<file path="src/rtl/core/s256br_pkg.sv">
// Shared types, register map codes and SHA-256 constants for the register-mapped core.
package s256br_pkg;

    typedef logic [31:0] word_t;
    typedef logic [7:0][31:0] hash_t;
    typedef logic [15:0][31:0] block_t;

    // Sequencer commands shared by the schedule and round units
    typedef struct packed {
        logic       load;
        logic       step;
        logic [5:0] round;
    } ctl_t;

    // Access kinds
    localparam logic FUNC_READ  = 1'b0;
    localparam logic FUNC_WRITE = 1'b1;

    // Register word map
    localparam logic [4:0] WORD_CTRL   = 5'd0;
    localparam logic [4:0] WORD_STATUS = 5'd1;
    localparam logic [4:0] WORD_BLOCK  = 5'd2;
    localparam logic [4:0] WORD_DIGEST = 5'(32'h48 / 4);
    localparam int         BLOCK_WORDS  = 16;
    localparam int         DIGEST_WORDS = 8;

    // Control and status bit positions
    localparam int CTRL_INIT_BIT  = 1;
    localparam int CTRL_NEXT_BIT  = 2;
    localparam int CTRL_CLEAR_BIT = 3;
    localparam int STAT_DONE_BIT  = 1;
    localparam int STAT_VALID_BIT = 2;

    localparam word_t HASH_START [8] = '{
        32'h6a09e667, 32'hbb67ae85, 32'h3c6ef372, 32'ha54ff53a,
        32'h510e527f, 32'h9b05688c, 32'h1f83d9ab, 32'h5be0cd19
    };

    localparam word_t ROUND_K [64] = '{
        32'h428a2f98, 32'h71374491, 32'hb5c0fbcf, 32'he9b5dba5,
        32'h3956c25b, 32'h59f111f1, 32'h923f82a4, 32'hab1c5ed5,
        32'hd807aa98, 32'h12835b01, 32'h243185be, 32'h550c7dc3,
        32'h72be5d74, 32'h80deb1fe, 32'h9bdc06a7, 32'hc19bf174,
        32'he49b69c1, 32'hefbe4786, 32'h0fc19dc6, 32'h240ca1cc,
        32'h2de92c6f, 32'h4a7484aa, 32'h5cb0a9dc, 32'h76f988da,
        32'h983e5152, 32'ha831c66d, 32'hb00327c8, 32'hbf597fc7,
        32'hc6e00bf3, 32'hd5a79147, 32'h06ca6351, 32'h14292967,
        32'h27b70a85, 32'h2e1b2138, 32'h4d2c6dfc, 32'h53380d13,
        32'h650a7354, 32'h766a0abb, 32'h81c2c92e, 32'h92722c85,
        32'ha2bfe8a1, 32'ha81a664b, 32'hc24b8b70, 32'hc76c51a3,
        32'hd192e819, 32'hd6990624, 32'hf40e3585, 32'h106aa070,
        32'h19a4c116, 32'h1e376c08, 32'h2748774c, 32'h34b0bcb5,
        32'h391c0cb3, 32'h4ed8aa4a, 32'h5b9cca4f, 32'h682e6ff3,
        32'h748f82ee, 32'h78a5636f, 32'h84c87814, 32'h8cc70208,
        32'h90befffa, 32'ha4506ceb, 32'hbef9a3f7, 32'hc67178f2
    };

    function automatic word_t rotr(input word_t x, input int n);
        rotr = (x >> n) | (x << (32 - n));
    endfunction

endpackage

</file>
<file path="src/rtl/core/s256br_req_if.sv">
// Request channel: one bus access per beat.
interface s256br_req_if;
    logic       valid;
    logic       ready;
    logic       func;
    logic [4:0] word_index;
    logic [31:0] write_data;

    modport source (output valid, output func, output word_index, output write_data,
                    input ready);
    modport sink (input valid, input func, input word_index, input write_data,
                  output ready);
endinterface

</file>
<file path="src/rtl/core/s256br_rsp_if.sv">
// Response channel: one read word per beat.
interface s256br_rsp_if;
    logic        valid;
    logic        ready;
    logic [31:0] read_data;

    modport source (output valid, output read_data, input ready);
    modport sink (input valid, input read_data, output ready);
endinterface

</file>
<file path="src/rtl/core/s256br_sched.sv">
// Message schedule: sliding 16-word window producing W[t] one per round.
module s256br_sched (
    input  logic                 clk,
    input  s256br_pkg::ctl_t     ctl,
    input  s256br_pkg::block_t   block,
    output s256br_pkg::word_t    w_cur
);

    s256br_pkg::word_t win_reg [16];
    s256br_pkg::word_t s0;
    s256br_pkg::word_t s1;
    s256br_pkg::word_t w_new;

    // Next expansion word from the window
    always_comb
    begin
        s0 = s256br_pkg::rotr(win_reg[1], 7) ^ s256br_pkg::rotr(win_reg[1], 18)
             ^ (win_reg[1] >> 3);
        s1 = s256br_pkg::rotr(win_reg[14], 17) ^ s256br_pkg::rotr(win_reg[14], 19)
             ^ (win_reg[14] >> 10);
        w_new = win_reg[0] + s0 + win_reg[9] + s1;
    end

    assign w_cur = win_reg[0];

    // Load the block, then shift one word per round
    always_ff @(posedge clk)
    begin
        if (ctl.load)
        begin
            for (int i = 0; i < 16; i++)
            begin
                win_reg[i] <= block[i];
            end
        end
        else if (ctl.step)
        begin
            for (int i = 0; i < 15; i++)
            begin
                win_reg[i] <= win_reg[i + 1];
            end
            win_reg[15] <= w_new;
        end
    end

endmodule

</file>
<file path="src/rtl/core/s256br_round.sv">
// Compression round unit: working variables a..h, one round per step.
module s256br_round (
    input  logic                 clk,
    input  s256br_pkg::ctl_t     ctl,
    input  s256br_pkg::hash_t    hash_in,
    input  s256br_pkg::word_t    w_cur,
    output s256br_pkg::hash_t    vars
);

    s256br_pkg::hash_t v_reg;
    s256br_pkg::word_t big0;
    s256br_pkg::word_t big1;
    s256br_pkg::word_t ch;
    s256br_pkg::word_t maj;
    s256br_pkg::word_t t1;
    s256br_pkg::word_t t2;

    // One SHA-256 round
    always_comb
    begin
        big1 = s256br_pkg::rotr(v_reg[4], 6) ^ s256br_pkg::rotr(v_reg[4], 11)
               ^ s256br_pkg::rotr(v_reg[4], 25);
        ch   = (v_reg[4] & v_reg[5]) ^ (~v_reg[4] & v_reg[6]);
        t1   = v_reg[7] + big1 + ch + s256br_pkg::ROUND_K[ctl.round] + w_cur;
        big0 = s256br_pkg::rotr(v_reg[0], 2) ^ s256br_pkg::rotr(v_reg[0], 13)
               ^ s256br_pkg::rotr(v_reg[0], 22);
        maj  = (v_reg[0] & v_reg[1]) ^ (v_reg[0] & v_reg[2]) ^ (v_reg[1] & v_reg[2]);
        t2   = big0 + maj;
    end

    assign vars = v_reg;

    always_ff @(posedge clk)
    begin
        if (ctl.load)
        begin
            v_reg <= hash_in;
        end
        else if (ctl.step)
        begin
            v_reg[7] <= v_reg[6];
            v_reg[6] <= v_reg[5];
            v_reg[5] <= v_reg[4];
            v_reg[4] <= v_reg[3] + t1;
            v_reg[3] <= v_reg[2];
            v_reg[2] <= v_reg[1];
            v_reg[1] <= v_reg[0];
            v_reg[0] <= t1 + t2;
        end
    end

endmodule

</file>
<file path="src/rtl/core/sha256_core_behind_registers_core.sv">
// Top level: register file, bus decode and round sequencer of the SHA-256 core.
//
//   channel  dir  payload                          beat
//   req      in   func, word_index, write_data     one 32-bit access
//   rsp      out  read_data                        one word per access
//
// A read or a plain write gives its response beat the cycle after it is taken.
// A control write with init or next runs a load step, the 64 rounds
// on the shared round unit and a digest add; its response (zero) follows.
// req.ready is low while a compression runs or an unclaimed response blocks.
// rsp.ready low holds the response register; no other stall source exists.
// Reset clears the block, the digest and both status flags.
module sha256_core_behind_registers_core (
    input  logic       clk,
    input  logic       rst_n,
    s256br_req_if.sink   req,
    s256br_rsp_if.source rsp
);

    localparam logic [1:0] ST_IDLE   = 2'd0;
    localparam logic [1:0] ST_LOAD   = 2'd1;
    localparam logic [1:0] ST_ROUND  = 2'd2;
    localparam logic [1:0] ST_FINISH = 2'd3;

    logic [1:0]         state_reg;
    logic [1:0]         state_next;
    logic [5:0]         round_reg;
    s256br_pkg::word_t  message_reg [16];
    s256br_pkg::word_t  digest_reg [8];
    logic               done_reg;
    logic               valid_reg;
    logic               out_valid_reg;
    s256br_pkg::word_t  out_data_reg;

    logic               in_ready;
    logic               accept;
    logic               is_write;
    logic               ctrl_write;
    logic               do_clear;
    logic               do_init;
    logic               start;
    logic               blk_hit;
    logic               dig_hit;
    logic [3:0]         blk_idx;
    logic [2:0]         dig_idx;
    logic [4:0]         blk_off;
    logic [4:0]         dig_off;
    s256br_pkg::word_t  rd_val;
    s256br_pkg::ctl_t   ctl;
    s256br_pkg::block_t block;
    s256br_pkg::hash_t  hash_in;
    s256br_pkg::hash_t  vars;
    s256br_pkg::word_t  w_cur;

    // Handshake and access decode
    assign in_ready   = (state_reg == ST_IDLE) && (!out_valid_reg || rsp.ready);
    assign req.ready  = in_ready;
    assign accept     = req.valid && in_ready;
    assign is_write   = (req.func == s256br_pkg::FUNC_WRITE);
    assign ctrl_write = accept && is_write && (req.word_index == s256br_pkg::WORD_CTRL);
    assign do_clear   = ctrl_write && req.write_data[s256br_pkg::CTRL_CLEAR_BIT];
    assign do_init    = ctrl_write && req.write_data[s256br_pkg::CTRL_INIT_BIT];
    assign start      = ctrl_write && (req.write_data[s256br_pkg::CTRL_INIT_BIT]
                                       || req.write_data[s256br_pkg::CTRL_NEXT_BIT]);
    assign blk_off    = req.word_index - s256br_pkg::WORD_BLOCK;
    assign dig_off    = req.word_index - s256br_pkg::WORD_DIGEST;
    assign blk_idx    = blk_off[3:0];
    assign dig_idx    = dig_off[2:0];
    assign blk_hit    = (req.word_index >= s256br_pkg::WORD_BLOCK)
                        && (blk_off < 5'(s256br_pkg::BLOCK_WORDS));
    assign dig_hit    = (req.word_index >= s256br_pkg::WORD_DIGEST)
                        && (dig_off < 5'(s256br_pkg::DIGEST_WORDS));

    // Read mux
    always_comb
    begin
        rd_val = '0;
        if (!is_write)
        begin
            if (req.word_index == s256br_pkg::WORD_STATUS)
            begin
                rd_val[s256br_pkg::STAT_DONE_BIT]  = done_reg;
                rd_val[s256br_pkg::STAT_VALID_BIT] = valid_reg;
            end
            else if (blk_hit)
            begin
                rd_val = message_reg[blk_idx];
            end
            else if (dig_hit)
            begin
                rd_val = digest_reg[dig_idx];
            end
        end
    end

    // Sequencer
    always_comb
    begin
        state_next = state_reg;
        ctl.load   = 1'b0;
        ctl.step   = 1'b0;
        ctl.round  = round_reg;
        unique case (state_reg)
            ST_IDLE:
            begin
                if (start)
                begin
                    state_next = ST_LOAD;
                end
            end
            ST_LOAD:
            begin
                ctl.load   = 1'b1;
                state_next = ST_ROUND;
            end
            ST_ROUND:
            begin
                ctl.step = 1'b1;
                if (round_reg == 6'd63)
                begin
                    state_next = ST_FINISH;
                end
            end
            ST_FINISH:
            begin
                state_next = ST_IDLE;
            end
            default:
            begin
                state_next = ST_IDLE;
            end
        endcase
    end

    always_ff @(posedge clk or negedge rst_n)
    begin
        if (!rst_n)
        begin
            state_reg <= ST_IDLE;
            round_reg <= '0;
        end
        else
        begin
            state_reg <= state_next;
            if (state_reg == ST_LOAD)
            begin
                round_reg <= '0;
            end
            else if (state_reg == ST_ROUND)
            begin
                round_reg <= round_reg + 6'd1;
            end
        end
    end

    // Block words: bus writes and clear
    always_ff @(posedge clk or negedge rst_n)
    begin
        if (!rst_n)
        begin
            for (int i = 0; i < 16; i++)
            begin
                message_reg[i] <= '0;
            end
        end
        else if (do_clear)
        begin
            for (int i = 0; i < 16; i++)
            begin
                message_reg[i] <= '0;
            end
        end
        else if (accept && is_write && blk_hit)
        begin
            message_reg[blk_idx] <= req.write_data;
        end
    end

    // Digest: IV load on init, feed-forward add after the last round
    always_ff @(posedge clk or negedge rst_n)
    begin
        if (!rst_n)
        begin
            for (int i = 0; i < 8; i++)
            begin
                digest_reg[i] <= '0;
            end
        end
        else if (do_init)
        begin
            for (int i = 0; i < 8; i++)
            begin
                digest_reg[i] <= s256br_pkg::HASH_START[i];
            end
        end
        else if (state_reg == ST_FINISH)
        begin
            for (int i = 0; i < 8; i++)
            begin
                digest_reg[i] <= digest_reg[i] + vars[i];
            end
        end
    end

    // Status flags
    always_ff @(posedge clk or negedge rst_n)
    begin
        if (!rst_n)
        begin
            done_reg  <= 1'b0;
            valid_reg <= 1'b0;
        end
        else if (do_clear)
        begin
            done_reg  <= 1'b0;
            valid_reg <= 1'b0;
        end
        else if (state_reg == ST_FINISH)
        begin
            done_reg  <= 1'b1;
            valid_reg <= 1'b1;
        end
    end

    // Response register
    always_ff @(posedge clk or negedge rst_n)
    begin
        if (!rst_n)
        begin
            out_valid_reg <= 1'b0;
        end
        else if ((accept && !start) || (state_reg == ST_FINISH))
        begin
            out_valid_reg <= 1'b1;
        end
        else if (rsp.ready)
        begin
            out_valid_reg <= 1'b0;
        end
    end

    always_ff @(posedge clk)
    begin
        if (accept && !start)
        begin
            out_data_reg <= rd_val;
        end
        else if (state_reg == ST_FINISH)
        begin
            out_data_reg <= '0;
        end
    end

    assign rsp.valid     = out_valid_reg;
    assign rsp.read_data = out_data_reg;

    // Datapath units
    always_comb
    begin
        for (int i = 0; i < 16; i++)
        begin
            block[i] = message_reg[i];
        end
        for (int i = 0; i < 8; i++)
        begin
            hash_in[i] = digest_reg[i];
        end
    end

    s256br_sched u_sched (
        .clk   (clk),
        .ctl   (ctl),
        .block (block),
        .w_cur (w_cur)
    );

    s256br_round u_round (
        .clk     (clk),
        .ctl     (ctl),
        .hash_in (hash_in),
        .w_cur   (w_cur),
        .vars    (vars)
    );

    // Checks
    a_busy_not_ready: assert property (@(posedge clk) disable iff (!rst_n)
        (state_reg != ST_IDLE) |-> !req.ready)
        else $error("request taken during compression");

    a_start_loads: assert property (@(posedge clk) disable iff (!rst_n)
        start |=> (state_reg == ST_LOAD))
        else $error("compression start did not enter load");

    a_last_round: assert property (@(posedge clk) disable iff (!rst_n)
        (state_reg == ST_ROUND && round_reg == 6'd63) |=> (state_reg == ST_FINISH))
        else $error("round count overran");

    a_finish_responds: assert property (@(posedge clk) disable iff (!rst_n)
        (state_reg == ST_FINISH) |=> (rsp.valid && done_reg && valid_reg))
        else $error("finish without response and flags");

    a_round_slot_free: assert property (@(posedge clk) disable iff (!rst_n)
        (state_reg == ST_LOAD) |-> !out_valid_reg)
        else $error("response register occupied during compression");

endmodule

</file>
<file path="src/flat_wrapper.sv">
// flat-port wrapper written by rule: the top's interface ports become plain ports
module sha256_core_behind_registers_core_flat 
  (clk, rst_n, req_valid, req_func, req_word_index, req_write_data, req_ready, rsp_valid, rsp_read_data, rsp_ready);
  s256br_req_if req_i ();
  s256br_rsp_if rsp_i ();
  input  logic clk;
  input  logic rst_n;
  input wire logic [$bits(req_i.valid)-1:0] req_valid;
  input wire logic [$bits(req_i.func)-1:0] req_func;
  input wire logic [$bits(req_i.word_index)-1:0] req_word_index;
  input wire logic [$bits(req_i.write_data)-1:0] req_write_data;
  output wire logic [$bits(req_i.ready)-1:0] req_ready;
  output wire logic [$bits(rsp_i.valid)-1:0] rsp_valid;
  output wire logic [$bits(rsp_i.read_data)-1:0] rsp_read_data;
  input wire logic [$bits(rsp_i.ready)-1:0] rsp_ready;
  assign req_i.valid = req_valid;
  assign req_i.func = req_func;
  assign req_i.word_index = req_word_index;
  assign req_i.write_data = req_write_data;
  assign req_ready = req_i.ready;
  assign rsp_valid = rsp_i.valid;
  assign rsp_read_data = rsp_i.read_data;
  assign rsp_i.ready = rsp_ready;
  sha256_core_behind_registers_core u_core (.clk(clk), .rst_n(rst_n), .req(req_i), .rsp(rsp_i));
endmodule
</file>
<file path="config.mk">
export PLATFORM = sky130hd
export DESIGN_NAME = sha256_core_behind_registers_core_flat
export DESIGN_NICKNAME = d
export VERILOG_FILES = /design/src/rtl/core/s256br_pkg.sv /design/src/rtl/core/s256br_req_if.sv /design/src/rtl/core/s256br_rsp_if.sv /design/src/rtl/core/s256br_sched.sv /design/src/rtl/core/s256br_round.sv /design/src/rtl/core/sha256_core_behind_registers_core.sv /design/src/flat_wrapper.sv
export SDC_FILE = /design/constraint.sdc
export NUM_CORES = 2
export LEC_CHECK = 0
export BUFFER_PORTS_ARGS = -buffer_cell sky130_fd_sc_hd__buf_4
export CORE_ASPECT_RATIO = 0.75
export CORE_UTILIZATION = 59
export DETAILED_ROUTE_END_ITERATION = 16
export GPL_ROUTABILITY_DRIVEN = 0
export PLACE_DENSITY_LB_ADDON = 0.1
export SETUP_SLACK_MARGIN = 0.1
export SYNTH_ARGS = -nofsm -noshare
export SYNTH_HDL_FRONTEND = slang
export SYNTH_SLANG_ARGS = --single-unit
</file>
<file path="constraint.sdc">
create_clock -name clk -period 44.8 [get_ports clk]
set_input_delay 4.48 -clock clk [delete_from_list [all_inputs] [get_ports clk]]
set_output_delay 4.48 -clock clk [all_outputs]
set_load 0.02 [all_outputs]
</file>
==> impl_metrics.xml <==
<?xml version="1.0" encoding="UTF-8"?>
<metrics>
  <group name="pwr">
    <metric name="p_total" unit="mW">3.01</metric>
    <metric name="power_leakage" unit="nW">40.5</metric>
    <metric name="power_per_cell_area" unit="nW/µm²">28.8</metric>
    <metric name="vdd.ir_drop.worst" unit="mV">0.0367</metric>
  </group>
  <group name="cells_and_area">
    <metric name="stdcell_count" unit="">11100</metric>
    <metric name="drive_gt1_frac" unit="">0.162</metric>
    <metric name="fin_nets" unit="">9422</metric>
    <metric name="area_growth" unit="%">8.00</metric>
    <metric name="postLayoutCoreUtil" unit="">0.644</metric>
    <metric name="layout.cell_area.non_filler" unit="µm²">105000</metric>
  </group>
  <group name="grt">
    <metric name="grt_pass1_wl" unit="mm">461</metric>
    <metric name="first_global_vias" unit="">68900</metric>
    <metric name="grt_antenna_before_repair" unit="">15</metric>
    <metric name="grt.overflow.total" unit="">0</metric>
    <metric name="global_route.usage.total" unit="">0.373</metric>
    <metric name="pin_count_of_the_biggest_net_entering_global_routing" unit="">197</metric>
  </group>
  <group name="logic_synthesis">
    <metric name="postSynthCellCount" unit="">9031</metric>
    <metric name="synth_most_common_cell" unit="">nand2_1</metric>
    <metric name="yosys-top-cells-count" unit="">nand2_1, o21ai_0, edfxtp_1</metric>
    <metric name="synth_top_family_by_area" unit="">multiplexers</metric>
    <metric name="post_synthesis_compound_gate_area_fraction" unit="">0.122</metric>
    <metric name="postSynth.asyncResetShare" unit="">0.493</metric>
    <metric name="synth-edff-count" unit="">800</metric>
    <metric name="synth-adder-area-share" unit="">0.0939</metric>
    <metric name="postSynthNetCount" unit="">9666</metric>
    <metric name="post_synth_xor_area_fraction" unit="">0.0491</metric>
    <metric name="synthDominantCellAreaShare" unit="">0.248</metric>
    <metric name="post_synth_mux_area_share" unit="">0.150</metric>
    <metric name="post_synth_and_or_nand_nor_area_fraction" unit="">0.102</metric>
    <metric name="yosys.cell_types.count" unit="">99</metric>
    <metric name="synth.avg_cell_area" unit="µm²">10.7</metric>
    <metric name="synth_warnings" unit="">0</metric>
    <metric name="synth_seq_area_share" unit="">0.448</metric>
    <metric name="netlist.top_cell.by_area" unit="">edfxtp_1</metric>
    <metric name="ys_ff_latch" unit="">1578</metric>
    <metric name="synth_area_leaders" unit="">edfxtp_1, dfrtp_1, mux2_2</metric>
    <metric name="mappedNetlistArea" unit="µm²">97000</metric>
    <metric name="dominantRegCellSynth" unit="">edfxtp_1</metric>
  </group>
  <group name="sta">
    <metric name="finalSetupViolations" unit="">0</metric>
    <metric name="unrepaired_setup_endpoints_after_global_routing" unit="">no</metric>
    <metric name="clock-skew-final" unit="ns">0.0351</metric>
    <metric name="final_number_of_hold_violating_endpoints" unit="">0</metric>
    <metric name="tightest_pin_transition" unit="ns">1.45</metric>
    <metric name="timing.max_slew.rel_slack" unit="">0.0243</metric>
    <metric name="fin_crit" unit="ns">10.81</metric>
    <metric name="final.setup.tns" unit="ns">0</metric>
    <metric name="maximum_operating_frequency" unit="GHz">0.0925</metric>
    <metric name="slew_violations" unit="">0</metric>
    <metric name="post-route-period-util" unit="">0.241</metric>
  </group>
  <group name="place">
    <metric name="placedInstanceArea" unit="µm²">99200</metric>
    <metric name="hpwl" unit="mm">213</metric>
    <metric name="place_inst" unit="">10800</metric>
    <metric name="port_buffers" unit="">75</metric>
  </group>
  <group name="routing">
    <metric name="drt-initial-drc-count" unit="">10900</metric>
    <metric name="antenna_violating_nets_remaining" unit="">0</metric>
    <metric name="wl" unit="mm">312</metric>
    <metric name="post_drt_via_cell_ratio" unit="">6.63</metric>
    <metric name="wl_per_cell" unit="µm">28.2</metric>
    <metric name="detail_route.drc_violations" unit="">0</metric>
    <metric name="first_pass_iters" unit="">12</metric>
    <metric name="total_vias_in_the_final_route" unit="">73400</metric>
  </group>
  <group name="status">
    <metric name="status" unit="">completed</metric>
  </group>
  <group name="setup_path">
    <metric name="cp_max_fo" unit="">18</metric>
    <metric name="critPathCaptureType" unit="">flip-flop</metric>
    <metric name="critPathRequiredTime" unit="ns">45.33</metric>
    <metric name="crit_path_start_kind" unit="">flip-flop</metric>
    <metric name="worstPathArrival" unit="ns">11.34</metric>
    <metric name="timing.critical_path.slowest_stage_cell" unit="">a2111oi_1</metric>
    <metric name="criticalPathCategory" unit="">reg2reg</metric>
    <metric name="longest_individual_stage_delay_on_the_worst_path" unit="ns">0.74</metric>
  </group>
  <group name="hold_path">
    <metric name="min-delay-path-class" unit="">reg2reg</metric>
  </group>
  <group name="clock_network">
    <metric name="cts_sink_cnt" unit="">1578</metric>
    <metric name="worstSkewPairLatency" unit="ns">0.83</metric>
    <metric name="ctsLongestPathBuffers" unit="">3</metric>
    <metric name="cts_tree" unit="">done</metric>
    <metric name="htree_num_levels" unit="">4</metric>
    <metric name="cts_hold_buffers" unit="">0</metric>
    <metric name="postCtsSetupRepairBufs" unit="">0</metric>
    <metric name="path_clk_slew" unit="ns">0.07</metric>
    <metric name="ctsResizeCount" unit="">0</metric>
    <metric name="cts_buffers" unit="">162</metric>
    <metric name="clock_tree.root_cell" unit="">clkbuf_16</metric>
  </group>
  <group name="run">
    <metric name="maxCapViolations" unit="">0</metric>
  </group>
  <group name="die">
    <metric name="pin_count" unit="">76</metric>
    <metric name="floorplan.die.height" unit="µm">353</metric>
    <metric name="die_area" unit="µm²">166000</metric>
    <metric name="die-width" unit="µm">470</metric>
    <metric name="placement_rows" unit="">128</metric>
    <metric name="floorplan.initialDensity" unit="">0.596</metric>
    <metric name="fp.coreArea" unit="µm²">163000</metric>
  </group>
</metrics>
## layer usage
metal	routed length, µm	vias to the layer above	global-route usage
met1	134000	36600	0.565
met5	479	-	0.0158
met4	11000	20	0.126
met3	45900	596	0.149
li1	-	31900	-
met2	121000	4336	0.476
## critical path: cells and delay by family (launching register included)
family / cells / cell delay (ns)
AO/OA/AOI/OAI: 13 / 4.17
XOR/XNOR: 2 / 0.37
adder cells (fa/ha/maj): 7 / 3.28
buffers and inverters: 2 / 0.72
flip-flops: 1 / 0.71
AND/OR/NAND/NOR: 6 / 1.27
## final timing paths
| path | startpoint | endpoint | slack [ns] | cells after the start |
|---|---|---|---|---|
| min in group asynchronous | rst_n | u_core.block[254]$_DFFE_PN0P_ | 3.74 | 1 |
| max in group asynchronous | rst_n | u_core.block[173]$_DFFE_PN0P_ | 37.78 | 4 |
| setup reg to reg | u_core.round_reg[1]$_DFFE_PN0P_ | u_core.u_round.vars[31]$_DFFE_PP_ | 33.99 | 30 |
| hold / removal | u_core.done_reg$_DFFE_PN0P_ | u_core.done_reg$_DFFE_PN0P_ | 0.52 | 2 |
| setup / recovery | u_core.round_reg[1]$_DFFE_PN0P_ | u_core.u_round.vars[31]$_DFFE_PP_ | 33.99 | 30 |
| hold reg to reg | u_core.done_reg$_DFFE_PN0P_ | u_core.done_reg$_DFFE_PN0P_ | 0.52 | 2 |
## power breakdown
group          leakage, nW           switching, mW  internal, mW
logic                 19.8                  0.0508        0.0173
clock network         2.72                   0.618         0.814
registers             18.0  0.00000000000000000246          1.51
## kinds of logic (layout without fill, tap and decap cells)
group                    after synthesis  after routing
AND/OR/NAND/NOR                     2327           2327
AO/OA/AOI/OAI                       1994           1994
flip-flops                          1578           1578
multiplexers                        1079           1079
buffers and inverters                894            792
adder cells (fa/ha/maj)              615            615
XOR/XNOR                             544            544
other                                  0              6
## through the flow
step                setup slack, ns  hold slack, ns
floorplan                     26.83           0.467
global placement              35.03           0.499
detailed placement            34.66           0.505
CTS                           34.61           0.518
global route                  33.74           0.548
finish                        33.99           0.523
## area by class of cell
class                      instances  area [µm²]
antenna                            6        15.0
multi-input combinational       6559       50400
timing repair buffer             178        1460
clock inverter                    77         902
fill                           12600       58000
sequential                      1578       43500
inverter                         308        1160
tap                             2145        2680
clock buffer                     229        4660
## cells in the final DEF (no fill, tap or decap), drive strengths merged, types with 313 or more instances in the layout
cell type / instances
ha: 398
nor2: 400
dfrtp: 778
nand2: 1413
o21ai: 939
inv: 313
xnor2: 396
a21oi: 408
edfxtp: 800
mux2: 703
(Power assumes the default switching activity.)
